===== config.mk =====
export PLATFORM = sky130hd
export DESIGN_NAME = char_lcd_command_sequencer
export DESIGN_NICKNAME = d
export VERILOG_FILES = /design/src/rtl/clcd_pkg.sv /design/src/rtl/clcd_digit_unit.sv /design/src/rtl/char_lcd_command_sequencer.sv
export VERILOG_INCLUDE_DIRS = /design/src /design/src/rtl
export SDC_FILE = /design/constraint.sdc
export NUM_CORES = 1
export LEC_CHECK = 0
export ABC_AREA = 0
export BUFFER_PORTS_ARGS = -buffer_cell sky130_fd_sc_hd__buf_2
export CORE_MARGIN = 10
export CORE_UTILIZATION = 55
export CTS_BUF_LIST = sky130_fd_sc_hd__clkbuf_4
export DETAILED_ROUTE_END_ITERATION = 8
export HOLD_SLACK_MARGIN = 0.08
export PLACE_DENSITY = 0.9
export SYNTH_ARGS = -nofsm -noshare
export SYNTH_HDL_FRONTEND = slang
export SYNTH_SLANG_ARGS = --single-unit
export TNS_END_PERCENT = 5

===== constraint.sdc =====
create_clock -name clk -period 3.11 [get_ports clk]
set_input_delay 0.7775 -clock clk [delete_from_list [all_inputs] [get_ports clk]]
set_output_delay 0.7775 -clock clk [all_outputs]
set_load 0.01 [all_outputs]

===== src/rtl/char_lcd_command_sequencer_macros.svh =====
// Assertion macros shared by the character LCD sequencer RTL.
`ifndef CHAR_LCD_COMMAND_SEQUENCER_MACROS_SVH
`define CHAR_LCD_COMMAND_SEQUENCER_MACROS_SVH
`ifndef ASSERT_OFF
// Checked on every clock edge outside of reset.
`define CLCD_ASSERT(lbl, prop, msg) \
  lbl: assert property (@(posedge clk) disable iff (!rst_n) prop) else $error(msg);
// Checked on every clock edge, reset included.
`define CLCD_ASSERT_ALWAYS(lbl, prop, msg) \
  lbl: assert property (@(posedge clk) prop) else $error(msg);
`else
`define CLCD_ASSERT(lbl, prop, msg)
`define CLCD_ASSERT_ALWAYS(lbl, prop, msg)
`endif
`endif


===== src/rtl/clcd_pkg.sv =====
// Shared types, codes and constant tables of the character LCD sequencer.
package clcd_pkg;

  localparam logic [2:0] CMD_RAW    = 3'd0;
  localparam logic [2:0] CMD_CHAR   = 3'd1;
  localparam logic [2:0] CMD_CURSOR = 3'd2;
  localparam logic [2:0] CMD_NUMBER = 3'd3;
  localparam logic [2:0] CMD_CLEAR  = 3'd4;
  localparam logic [2:0] CMD_INIT   = 3'd5;

  localparam logic [7:0] ROW0_BASE     = 8'h80;
  localparam logic [7:0] ROW1_BASE     = 8'hC0;
  localparam logic [7:0] SPACE_CODE    = 8'h20;
  localparam logic [7:0] CLEAR_DISPLAY = 8'h01;
  localparam logic [7:0] ASCII_ZERO    = 8'h30;

  localparam logic [2:0] LAST_PLACE = 3'd4;

  // One decimal character offered by the digit unit.
  typedef struct packed {
    logic       valid;
    logic [7:0] ch;
    logic       last;
  } clcd_dig_t;

  function automatic logic [7:0] init_byte(input logic [2:0] idx);
    logic [7:0] b;
    case (idx)
      3'd0: b = 8'h38;
      3'd1: b = 8'h02;
      3'd2: b = 8'h01;
      3'd3: b = 8'h0C;
      3'd4: b = 8'h06;
      default: b = 8'h00;
    endcase
    return b;
  endfunction

  function automatic logic [7:0] err_char(input logic [3:0] idx);
    logic [7:0] c;
    case (idx)
      4'd0:  c = "A";
      4'd1:  c = "d";
      4'd2:  c = "d";
      4'd3:  c = "r";
      4'd4:  c = "e";
      4'd5:  c = "s";
      4'd6:  c = "s";
      4'd7:  c = " ";
      4'd8:  c = "E";
      4'd9:  c = "R";
      4'd10: c = "R";
      4'd11: c = "O";
      4'd12: c = "R";
      default: c = 8'h00;
    endcase
    return c;
  endfunction

  function automatic logic [15:0] pow10(input logic [2:0] place);
    logic [15:0] p;
    case (place)
      3'd0: p = 16'd10000;
      3'd1: p = 16'd1000;
      3'd2: p = 16'd100;
      3'd3: p = 16'd10;
      3'd4: p = 16'd1;
      default: p = 16'd1;
    endcase
    return p;
  endfunction

endpackage


===== src/rtl/clcd_digit_unit.sv =====
// Shared compare-and-subtract unit that turns a 16-bit value into decimal characters.
module clcd_digit_unit (
  input  logic                clk,
  input  logic                rst_n,
  input  logic                start,
  input  logic [15:0]         number,
  input  logic                take,
  output clcd_pkg::clcd_dig_t dig
);
  import clcd_pkg::*;

  logic        active_r, active_nxt;
  logic        started_r, started_nxt;
  logic [15:0] rem_r, rem_nxt;
  logic [2:0]  place_r, place_nxt;
  logic [3:0]  digit_r, digit_nxt;
  logic [15:0] weight;
  logic        ge;
  logic        show;

  assign weight = pow10(place_r);
  assign ge     = rem_r >= weight;
  // A finished digit is shown unless it is a leading zero.
  assign show   = (digit_r != 4'd0) || started_r;

  assign dig.valid = active_r && !ge && show;
  assign dig.ch    = ASCII_ZERO + {4'd0, digit_r};
  assign dig.last  = place_r == LAST_PLACE;

  always_comb begin
    active_nxt  = active_r;
    started_nxt = started_r;
    rem_nxt     = rem_r;
    place_nxt   = place_r;
    digit_nxt   = digit_r;
    if (start) begin
      active_nxt  = 1'b1;
      started_nxt = 1'b0;
      rem_nxt     = number;
      place_nxt   = 3'd0;
      digit_nxt   = 4'd0;
    end else if (active_r) begin
      if (ge) begin
        rem_nxt   = rem_r - weight;
        digit_nxt = digit_r + 4'd1;
      end else if (!show) begin
        place_nxt = place_r + 3'd1;
        digit_nxt = 4'd0;
      end else if (take) begin
        started_nxt = 1'b1;
        place_nxt   = place_r + 3'd1;
        digit_nxt   = 4'd0;
        if (place_r == LAST_PLACE) begin
          active_nxt = 1'b0;
        end
      end
    end
  end

  always_ff @(posedge clk) begin
    if (!rst_n) begin
      active_r  <= 1'b0;
      started_r <= 1'b0;
      place_r   <= 3'd0;
      digit_r   <= 4'd0;
    end else begin
      active_r  <= active_nxt;
      started_r <= started_nxt;
      place_r   <= place_nxt;
      digit_r   <= digit_nxt;
    end
    rem_r <= rem_nxt;
  end

endmodule


===== src/rtl/char_lcd_command_sequencer.sv =====
// Top level: expands one display request into a run of LCD bus writes.
//
// Usage: the in_ channel carries one display request per transaction, with the
// request kind in in_tuser and its operands packed in in_tdata. The out_
// channel carries one LCD bus write per transaction: the byte in out_tdata,
// register select in out_tuser, and out_tlast on the final write of a request.
// A request is taken only while the sequencer is idle; in_tready stays low
// until its last write has been loaded into the output register.
// A fixed-sequence request is first registered into state S_EMIT; its first write
// is then loaded into the output register. Fixed sequences (raw, character,
// cursor, clear, initialize) give one write per cycle while the receiver does
// not stall, up to 18 writes. Number printing runs through one shared
// compare-and-subtract unit, one subtraction per cycle; a digit is offered once its
// subtractions are done, and leading zeros are skipped. Requests that produce no
// write (number zero, unused codes) leave the sequencer idle.
// When the receiver stalls, the output register holds its write and the
// sequence pauses. Reset empties the output register and returns to idle.
module char_lcd_command_sequencer #(
  parameter int COLUMNS = 16
) (
  input  logic        clk,
  input  logic        rst_n,
  input  logic        in_tvalid,
  output logic        in_tready,
  input  logic [39:0] in_tdata,   // byte_value[7:0], row[9:8], column[17:10], number[33:18]
  input  logic [2:0]  in_tuser,   // command[2:0]
  output logic        out_tvalid,
  input  logic        out_tready,
  output logic [7:0]  out_tdata,  // bus_byte[7:0]
  output logic        out_tuser,  // register_select
  output logic        out_tlast
);
  import clcd_pkg::*;

  `include "char_lcd_command_sequencer_macros.svh"

  localparam int         SPACES = (COLUMNS < 16) ? COLUMNS : 16;
  localparam logic [7:0] COLS_W = 8'(COLUMNS);
  localparam logic [4:0] CLR_CNT = 5'(SPACES + 2);

  typedef enum logic [1:0] {
    S_IDLE,
    S_EMIT,
    S_DIGIT
  } state_t;

  state_t      state_r, state_nxt;
  logic [4:0]  idx_r, idx_nxt;
  logic [2:0]  cmd_r, cmd_nxt;
  logic [7:0]  byte_r, byte_nxt;
  logic [1:0]  row_r, row_nxt;
  logic [7:0]  col_r, col_nxt;
  logic        out_tvalid_r, out_tvalid_nxt;
  logic [7:0]  out_tdata_r, out_tdata_nxt;
  logic        out_tuser_r, out_tuser_nxt;
  logic        out_tlast_r, out_tlast_nxt;

  logic        in_acc;
  logic        slot_free;
  logic        dig_start;
  logic        dig_take;
  clcd_dig_t   dig_st;
  logic [7:0]  base;
  logic [4:0]  idx_m1;
  logic        wr_rs;
  logic [7:0]  wr_byte;
  logic [4:0]  wr_cnt;
  logic        wr_last;

  assign in_tready = state_r == S_IDLE;
  assign in_acc    = in_tvalid && in_tready;
  assign slot_free = !out_tvalid_r || out_tready;
  assign dig_start = in_acc && (in_tuser == CMD_NUMBER) && (in_tdata[33:18] != 16'd0);
  assign dig_take  = (state_r == S_DIGIT) && dig_st.valid && slot_free;

  clcd_digit_unit u_digit (
    .clk    (clk),
    .rst_n  (rst_n),
    .start  (dig_start),
    .number (in_tdata[33:18]),
    .take   (dig_take),
    .dig    (dig_st)
  );

  assign base   = row_r[0] ? ROW1_BASE : ROW0_BASE;
  assign idx_m1 = idx_r - 5'd1;

  // Write number idx_r of the current fixed sequence and the sequence length.
  always_comb begin
    wr_rs   = 1'b0;
    wr_byte = 8'h00;
    wr_cnt  = 5'd1;
    case (cmd_r)
      CMD_RAW: begin
        wr_byte = byte_r;
      end
      CMD_CHAR: begin
        wr_rs   = 1'b1;
        wr_byte = byte_r;
      end
      CMD_CURSOR: begin
        if (!row_r[1]) begin
          if (col_r < COLS_W) begin
            wr_byte = base + col_r;
          end else begin
            wr_cnt = 5'd14;
            if (idx_r == 5'd0) begin
              wr_byte = base;
            end else begin
              wr_rs   = 1'b1;
              wr_byte = err_char(idx_m1[3:0]);
            end
          end
        end else begin
          wr_cnt  = 5'd13;
          wr_rs   = 1'b1;
          wr_byte = err_char(idx_r[3:0]);
        end
      end
      CMD_CLEAR: begin
        if (!row_r[1]) begin
          wr_cnt = CLR_CNT;
          if (idx_r == 5'd0 || idx_r == CLR_CNT - 5'd1) begin
            wr_byte = base;
          end else begin
            wr_rs   = 1'b1;
            wr_byte = SPACE_CODE;
          end
        end else begin
          wr_byte = CLEAR_DISPLAY;
        end
      end
      CMD_INIT: begin
        wr_cnt  = 5'd5;
        wr_byte = init_byte(idx_r[2:0]);
      end
      default: begin
        wr_cnt = 5'd1;
      end
    endcase
    wr_last = idx_r == wr_cnt - 5'd1;
  end

  always_comb begin
    state_nxt      = state_r;
    idx_nxt        = idx_r;
    cmd_nxt        = cmd_r;
    byte_nxt       = byte_r;
    row_nxt        = row_r;
    col_nxt        = col_r;
    out_tvalid_nxt = out_tvalid_r && !out_tready;
    out_tdata_nxt  = out_tdata_r;
    out_tuser_nxt  = out_tuser_r;
    out_tlast_nxt  = out_tlast_r;
    case (state_r)
      S_IDLE: begin
        if (in_acc) begin
          cmd_nxt  = in_tuser;
          byte_nxt = in_tdata[7:0];
          row_nxt  = in_tdata[9:8];
          col_nxt  = in_tdata[17:10];
          idx_nxt  = 5'd0;
          case (in_tuser)
            CMD_RAW, CMD_CHAR, CMD_CURSOR, CMD_CLEAR, CMD_INIT: state_nxt = S_EMIT;
            CMD_NUMBER: state_nxt = dig_start ? S_DIGIT : S_IDLE;
            default: state_nxt = S_IDLE;
          endcase
        end
      end
      S_EMIT: begin
        if (slot_free) begin
          out_tvalid_nxt = 1'b1;
          out_tdata_nxt  = wr_byte;
          out_tuser_nxt  = wr_rs;
          out_tlast_nxt  = wr_last;
          idx_nxt        = idx_r + 5'd1;
          if (wr_last) begin
            state_nxt = S_IDLE;
          end
        end
      end
      S_DIGIT: begin
        if (dig_take) begin
          out_tvalid_nxt = 1'b1;
          out_tdata_nxt  = dig_st.ch;
          out_tuser_nxt  = 1'b1;
          out_tlast_nxt  = dig_st.last;
          if (dig_st.last) begin
            state_nxt = S_IDLE;
          end
        end
      end
      default: begin
        state_nxt = S_IDLE;
      end
    endcase
  end

  always_ff @(posedge clk) begin
    if (!rst_n) begin
      state_r      <= S_IDLE;
      idx_r        <= 5'd0;
      out_tvalid_r <= 1'b0;
    end else begin
      state_r      <= state_nxt;
      idx_r        <= idx_nxt;
      out_tvalid_r <= out_tvalid_nxt;
    end
    cmd_r       <= cmd_nxt;
    byte_r      <= byte_nxt;
    row_r       <= row_nxt;
    col_r       <= col_nxt;
    out_tdata_r <= out_tdata_nxt;
    out_tuser_r <= out_tuser_nxt;
    out_tlast_r <= out_tlast_nxt;
  end

  assign out_tvalid = out_tvalid_r;
  assign out_tdata  = out_tdata_r;
  assign out_tuser  = out_tuser_r;
  assign out_tlast  = out_tlast_r;

  `CLCD_ASSERT(a_digit_ascii,
    dig_st.valid |-> (dig_st.ch[7:4] == 4'h3 && dig_st.ch[3:0] <= 4'd9),
    "digit unit offered a character that is not a decimal digit")
  `CLCD_ASSERT(a_number_starts,
    dig_start |=> (state_r == S_DIGIT),
    "nonzero number request did not enter digit printing")
  `CLCD_ASSERT(a_last_frees,
    (state_r == S_EMIT && slot_free && wr_last) |=> (state_r == S_IDLE && out_tlast),
    "final write of a sequence did not return the sequencer to idle")
  `CLCD_ASSERT(a_digit_last_frees,
    (dig_take && dig_st.last) |=> (state_r == S_IDLE && out_tlast && out_tuser),
    "final digit did not end the number request")

endmodule

[Yosys cells after proc, flatten, opt, wreduce, memory -nomap -nowiden]
Memories as Yosys holds them, arrays and structs flattened. A register that Yosys moved wholly into a read port is not among the register bits.
Index checks and enable logic that the tools add are counted.
Widths: inputs -> output; s select.
Storage, ports and cells
  input bits: 47
  ROM bits: 224
  register bits after elaboration: 64
  output and inout bits: 12
  memories: 2
  logic and storage cells: 152
Cells by class
  magnitude comparators: 2
  eq/ne operators: 28
  reduce and logical (&&, ||, !) cells: 37
  bitwise gates (word level): 2
  muxes and demuxes: 58
  add/sub/neg operators: 8
Memories
  (name not given): words 16, bits a word 7, rd ports 1, clocked after memory_dff 0, wr ports 0, line clcd_pkg.sv:41  | case (idx)
  (name not given): words 16, bits a word 7, rd ports 1, clocked after memory_dff 1, wr ports 0, line clcd_pkg.sv:41
Operators with widths (count)
  $mux 8: 7
  $pmux 14 s4: 1
  $mux 16: 3
  $pmux 8 s4: 1
  $pmux 6 s5: 1
  $mux 4: 6
  $eq 3x2->1 const B: 7
  $mux 5: 4
  $eq 3x3->1 const B: 6
  $mux 1: 17
  $ge 16x14->1: 1
  $pmux 8 s2: 1
  $reduce_bool 16->1: 1
  $sub 16x14->16: 1
  $pmux 5 s3: 1
  $eq 3x1->1 const B: 4
  $logic_not 3->1: 4
  $mux 2: 6
  $ne 2x2->1 const B: 5
  $pmux 5 s2: 1
  $reduce_and 3->1: 3
  $add 8x8->8: 1
  $logic_and 1x1->1: 8
  $lt 8x5->1 const B: 1
  other kinds (30): 44

[Longest topological paths before layout]
  depth in word-level cells: 13
  mapped depth: 14
  gate-level depth less buffers: 14

[Modules after synthesis]
A second synthesis with hierarchy kept.
Unflattened totals
  cell total of the unflattened synthesis: 519
  area, all modules: 4765.8 um2
By module, submodules not included
  char_lcd_command_sequencer: cells each 297, seq. area each 1231.2 um2, area each 2795.2 um2, times used 1
  clcd_digit_unit: cells each 222, seq. area each 660.6 um2, area each 1970.6 um2, times used 1

[Worst setup path after synthesis]
No wires, ideal clock.
  path kind: flip-flop to flip-flop
  start point: register u_digit.place_r[0]
  end point: register out_tdata_r[0], in the netlist out_tdata[0] (enable)
  cell stages (with the launch flop): 14
  required time: 2.719 ns
  path buffers: 0
  arrival: 2.985 ns
  path slack: -0.266 ns
  setup time: 0.391 ns
  clock period less this slack: 3.376 ns
  cell sequence: dfxtp_1 > inv_1 > ha_1 > o21ai_0 > and3_1 > ha_1 > inv_1 > fa_1 > a21o_1 > a21oi_1 > o21a_1 > o221ai_1 > nand3b_1 > o21ai_0
Between the ends
  longest elaborated chain between the ends: 10
  elaborated cells between the ends (all ways): 13
  classes of those cells: order compare: 1; eq/ne: 4; mux: 1; reduce/logical: 7
Ends and longest elaborated chain
  from (decl): line clcd_digit_unit.sv:15  | logic [2:0] place_r, place_nxt;
  from (signal assigned): line clcd_digit_unit.sv:69  | place_r <= place_nxt;
  $eq 3x2->1 (tied with other cells): line clcd_pkg.sv:62  | case (place)
  $pmux 14 s4 *: line clcd_pkg.sv:62
  $ge 16x14->1 *: line clcd_digit_unit.sv:22  | assign ge = rem_r >= weight;
  $logic_not 1->1 *: line clcd_digit_unit.sv:26  | assign dig.valid = active_r && !ge && show;
  $logic_and 1x1->1 * (2 in series): line clcd_digit_unit.sv:26
  $logic_and 1x1->1 * (2 in series): line char_lcd_command_sequencer.sv:74  | assign dig_take = (state_r == S_DIGIT) && dig_st.valid && slot_free;
  $ne 2x2->1 (no line) *
  $reduce_and 3->1 (no line) *
  to (signal assigned): line char_lcd_command_sequencer.sv:213  | out_tdata_r <= out_tdata_nxt;
  to (decl): line char_lcd_command_sequencer.sv:54  | logic [7:0] out_tdata_r, out_tdata_nxt;
Every way passes the cells marked *; elsewhere a longest branch is shown, timed or not.
A chain may end at the register's enable or synchronous reset.

[Final worst setup path]
  start point: register u_digit.place_r[1]
  end point: register u_digit.digit_r[1]
Between the ends
  longest elaborated chain between the ends: 10
  elaborated cells between the ends (all ways): 14
  classes of those cells: order compare: 1; eq/ne: 4; mux: 2; reduce/logical: 7
Ends and longest elaborated chain
  $eq 3x2->1 (tied with other cells): line clcd_pkg.sv:62
  $pmux 14 s4 *: line clcd_pkg.sv:62
  $ge 16x14->1 *: line clcd_digit_unit.sv:22
  $logic_not 1->1: line clcd_digit_unit.sv:26
  $logic_and 1x1->1 (2 in series): line clcd_digit_unit.sv:26
  $logic_and 1x1->1 (2 in series): line char_lcd_command_sequencer.sv:74
  $ne 3x2->1 (no line)
  $reduce_and 2->1 (no line)
  to (signal assigned): line clcd_digit_unit.sv:70  | digit_r <= digit_nxt;
  to (decl): line clcd_digit_unit.sv:16  | logic [3:0] digit_r, digit_nxt;
Marks and branches as above.

==> flow_summary.yaml <==
yosys:
  yosys.cell_types.count: 63
  yosys_most_used_dff: "sky130_fd_sc_hd__edfxtp_1"
  ys_seq_elements: 71
  post_synth_mux_area_share: 0.0251
  synth_compound_gate_area_share: 0.191
  synth_simple_gate_area_frac: 0.191
  synth_enable_flop_cells: 47
  synth_area_leaders: "sky130_fd_sc_hd__edfxtp_1, sky130_fd_sc_hd__dfxtp_1, sky130_fd_sc_hd__ha_1"
  dominant_combinational_cell_family_by_area_after_synthesis: "compound AO/OA/AOI/OAI gates"
  post-synth-top-area-fraction: 0.305
  leading_cell_type_by_number_of_instances_after_synthesis: "sky130_fd_sc_hd__nand2_1"
  seq_area_frac_synth: 0.408
  post_synth_fa_ha_maj_area_fraction: 0.102
  synth.cell_area_mm2: 0.00463
  postSynthNetCount: 579
  count_of_yosys_warnings_during_synthesis: 0
  synth.largest_area_cell: "sky130_fd_sc_hd__edfxtp_1"
  synth_async_sr_flop_share: 0
  synth_xor_xnor_area_share: 0.0416
  synth_area_per_cell_um2: 9.36
  syn-instance-count: 495
  synth.cells.most_frequent: "sky130_fd_sc_hd__nand2_1, sky130_fd_sc_hd__edfxtp_1, sky130_fd_sc_hd__a21oi_1, sky130_fd_sc_hd__ha_1"
final_layout:
  post-route-util: 0.671
  area.sequential_mm2: 0.00190
  design.final.nets: 660
  post_route_cell_area_mm2: 0.00552
  synthToLayoutAreaGrowth_pct: 19.0
  n_fill_cell: 575
  combined_area_of_the_multi_input_logic_cells_mm2: 0.00268
  drive_gt1_frac: 0.253
route:
  num_vias: 4355
  wl_met3_um: 943
  first_iter_violations: 380
  met2RoutedLength_um: 6230
  met1_length_um: 4920
  post_drt_via_cell_ratio: 6.34
  final_wirelength_um: 12500
  highest-signal-layer: "met4"
  detail_route.drc_violations: 0
  ant_nets: 0
  wl_per_cell_um: 18.2
  detailedRoute.firstPassIterationCount: 5
critical_path:
  worst_setup_path_start_kind: "flop"
  regToRegStartpoint: "u_digit.place_r[1]$_SDFFE_PP0P_"
  reg2reg_to: "u_digit.digit_r[1]$_SDFFE_PP0P_"
  cp.buffers_inverters: 2
  arrival_ps: 3500
  critPathCaptureType: "flop"
  worst_path_max_delay_cell: "sky130_fd_sc_hd__dfxtp_4"
  worstRegToRegCells: 14
  critical_path.cell_chain: "ha_2, ha_2, inv_1, and3_4, ha_4, inv_2, fa_2, a21o_1, a21oi_2, o21a_2, o211ai_1, a21o_1, or3_1, a31oi_1"
  cp_slowest_stage_delay_ps: 390
  worstPathRequired_ps: 3470
  setup.worst_path.class: "reg -> reg"
  worst-r2r-setup-slack_ps: -30
  timing.critical_path.fanout_max: 5
  crit_family: "compound AO/OA/AOI/OAI gates"
clock_network:
  maximum_count_of_clock_buffers_along_a_single_path: 2
  root_buffer: "sky130_fd_sc_hd__clkbuf_4"
  number_of_clock_buffers_inserted_by_tritoncts: 9
  numClockSinks: 71
  clock_latency_ps: 450
  worst_setup_hold_path_clk_slew_ps: 130
  cts_tree: "yes"
  cts-htree-levels: 3
floorplan:
  fp.dieArea_mm2: 0.0125
  io_pins: 59
  std_cell_rows: 33
  floorplan.core_area_mm2: 0.00822
  die_height_um: 112
  initial_core_util: 0.564
  die-width_um: 112
power_and_ir_drop:
  cellPowerDensity_mw_per_mm2: 402
  p_leak_nw: 2.18
  irDropWorstVdd_uv: 320
  total_power_w: 0.00222
timing:
  setup_ws_ps: -30.6
  period_needed_ps: 3140
  unrepaired_setup_endpoints_after_global_routing: "true"
  period_share: 1.01
  worst_slew_margin_relative_to_its_limit: 0.430
  max_freq_mhz: 318
  worst_pin_slew_ps: 854
  hold_viol_final: 0
  fin_hold_ws_ps: 476
  max_clock_skew_ps: 20.9
  final_max_slew_viol_count: 0
  setup_viol_count_final: 3
global_routing:
  globalRouteOverflowTotal: 0
  first_global_vias: 4137
  initial_antenna_violation_count: 1
  grt_pass1_wl_um: 19900
  grt_start_max_net_pins: 22
  global_route.usage.total: 0.189
worst_hold_path:
  hold_path_class: "reg -> reg"
  worstHoldEndpoint: "u_digit.started_r$_SDFFE_PP0P_"
  worstHoldStart: "u_digit.started_r$_SDFFE_PP0P_"
  timing.hold.worst_path_depth: 2
placed_design:
  port-buffer-count: 52
  gpl_congestion: 0.950
  dp_hpwl_um: 9210
  detailedPlace.worstSlack_ps: -148
  placement.cell_area_mm2: 0.00522
status:
  failing_checks: "negative setup slack"
  status: "finished, violations left"
flow_run:
  drv_cap: 0
==> worst min-delay path: stages, from the launching register on <==
cell and delay, ps:
sky130_fd_sc_hd__dfxtp_1 330, sky130_fd_sc_hd__inv_1 60, sky130_fd_sc_hd__a21oi_1 50
==> area by class of cell <==
cell class              count  share of cell area
multi-input cells         374               0.485
flip-flops and latches     71               0.344
repair buffers             90               0.104
well taps                 105              0.0238
inverters                  30              0.0209
clock buffers              11              0.0150
clock inverters             5             0.00613
diodes                      1            0.000454
==> kinds of logic (layout without fill, tap and decap cells) <==
| family | Yosys count | in the layout |
|---|---|---|
| fa+ha+maj | 37 | 37 |
| mux | 10 | 10 |
| compound gates | 137 | 137 |
| buf+inv | 50 | 136 |
| xor+xnor | 22 | 22 |
| flops | 71 | 71 |
| simple gates | 168 | 168 |
| other cells | 0 | 1 |
==> worst max-delay path by stage <==
| stage | start | end | slack [ps] | cells after the start |
|---|---|---|---|---|
| after floorplan | u_digit.place_r[0]$_SDFFE_PP0P_ | u_digit.rem_r[0]$_DFFE_PP_ | -0.5 | 14 |
| after global placement | u_digit.place_r[0]$_SDFFE_PP0P_ | out_tdata[4]$_SDFFCE_PP1P_ | -20 | 13 |
| after detailed placement | u_digit.place_r[0]$_SDFFE_PP0P_ | out_tdata[6]$_SDFFCE_PP0P_ | -150 | 13 |
| after CTS | u_digit.place_r[1]$_SDFFE_PP0P_ | u_digit.rem_r[10]$_DFFE_PP_ | -20 | 14 |
| after global routing | u_digit.place_r[1]$_SDFFE_PP0P_ | u_digit.digit_r[1]$_SDFFE_PP0P_ | -130 | 14 |
| final | u_digit.place_r[1]$_SDFFE_PP0P_ | u_digit.digit_r[1]$_SDFFE_PP0P_ | -30 | 14 |
==> layout by cell type, fill, tap and decap left out, drive strengths merged, types with 4 or more instances in the layout <==
master	synthesis	layout
a211o	4	4
a211oi	10	10
a21o	7	7
a21oi	43	43
a22oi	4	4
a31oi	6	6
and3	6	6
buf	3	89
clkbuf	17	12
dfxtp	24	24
edfxtp	47	47
ha	36	36
inv	30	31
mux2i	6	6
nand2	48	48
nand2b	7	7
nand3	15	15
nand4	9	9
nor2	31	31
nor2b	5	5
nor3	9	9
nor3b	5	5
nor4	6	6
o211ai	10	10
o21ai	28	28
or3	6	6
or4	5	5
xnor2	13	13
xor2	9	9
==> repair_timing <==
action	CTS	global route
setup endpoints to repair	38	46
gates resized for setup	9	23
pin swaps	7	12
setup buffers	1	3
hold buffers	0	0
cloned	0	1
==> routing by layer <==
layer | GRT usage | vias up
met4 | 0.0865 | 0
li1 | - | 2009
met3 | 0.0263 | 51
met1 | 0.232 | 2065
met5 | 0 | -
met2 | 0.319 | 230
==> state kept, by name (all words and copies together) (netlist names), named ones only <==
register           flops
byte_r                 8
cmd_r                  3
col_r                  8
idx_r                  5
out_tdata              8
out_tlast              1
out_tuser              1
out_tvalid             1
row_r                  2
state_r                2
u_digit.active_r       1
u_digit.digit_r        4
u_digit.place_r        3
u_digit.rem_r         16
u_digit.started_r      1
==> through the flow <==
step	TNS [ps]	cells
2_1_floorplan	-7.84	495
3_3_place_gp	-390	665
3_5_place_dp	-3950	665
4_1_cts	-121	682
5_1_grt	-2110	687
6_report	-44.5	687
==> power by group <==
part / internal, W / total, W / leakage [nW] / switching, W
Clock: 0.000182 / 0.000529 / 0.0649 / 0.000347
Combinational: 0.000234 / 0.000559 / 1.47 / 0.000325
Sequential: 0.00109 / 0.00113 / 0.639 / 0.0000377
Total: 0.00151 / 0.00222 / 2.18 / 0.000710
(Power assumes the default switching activity.)
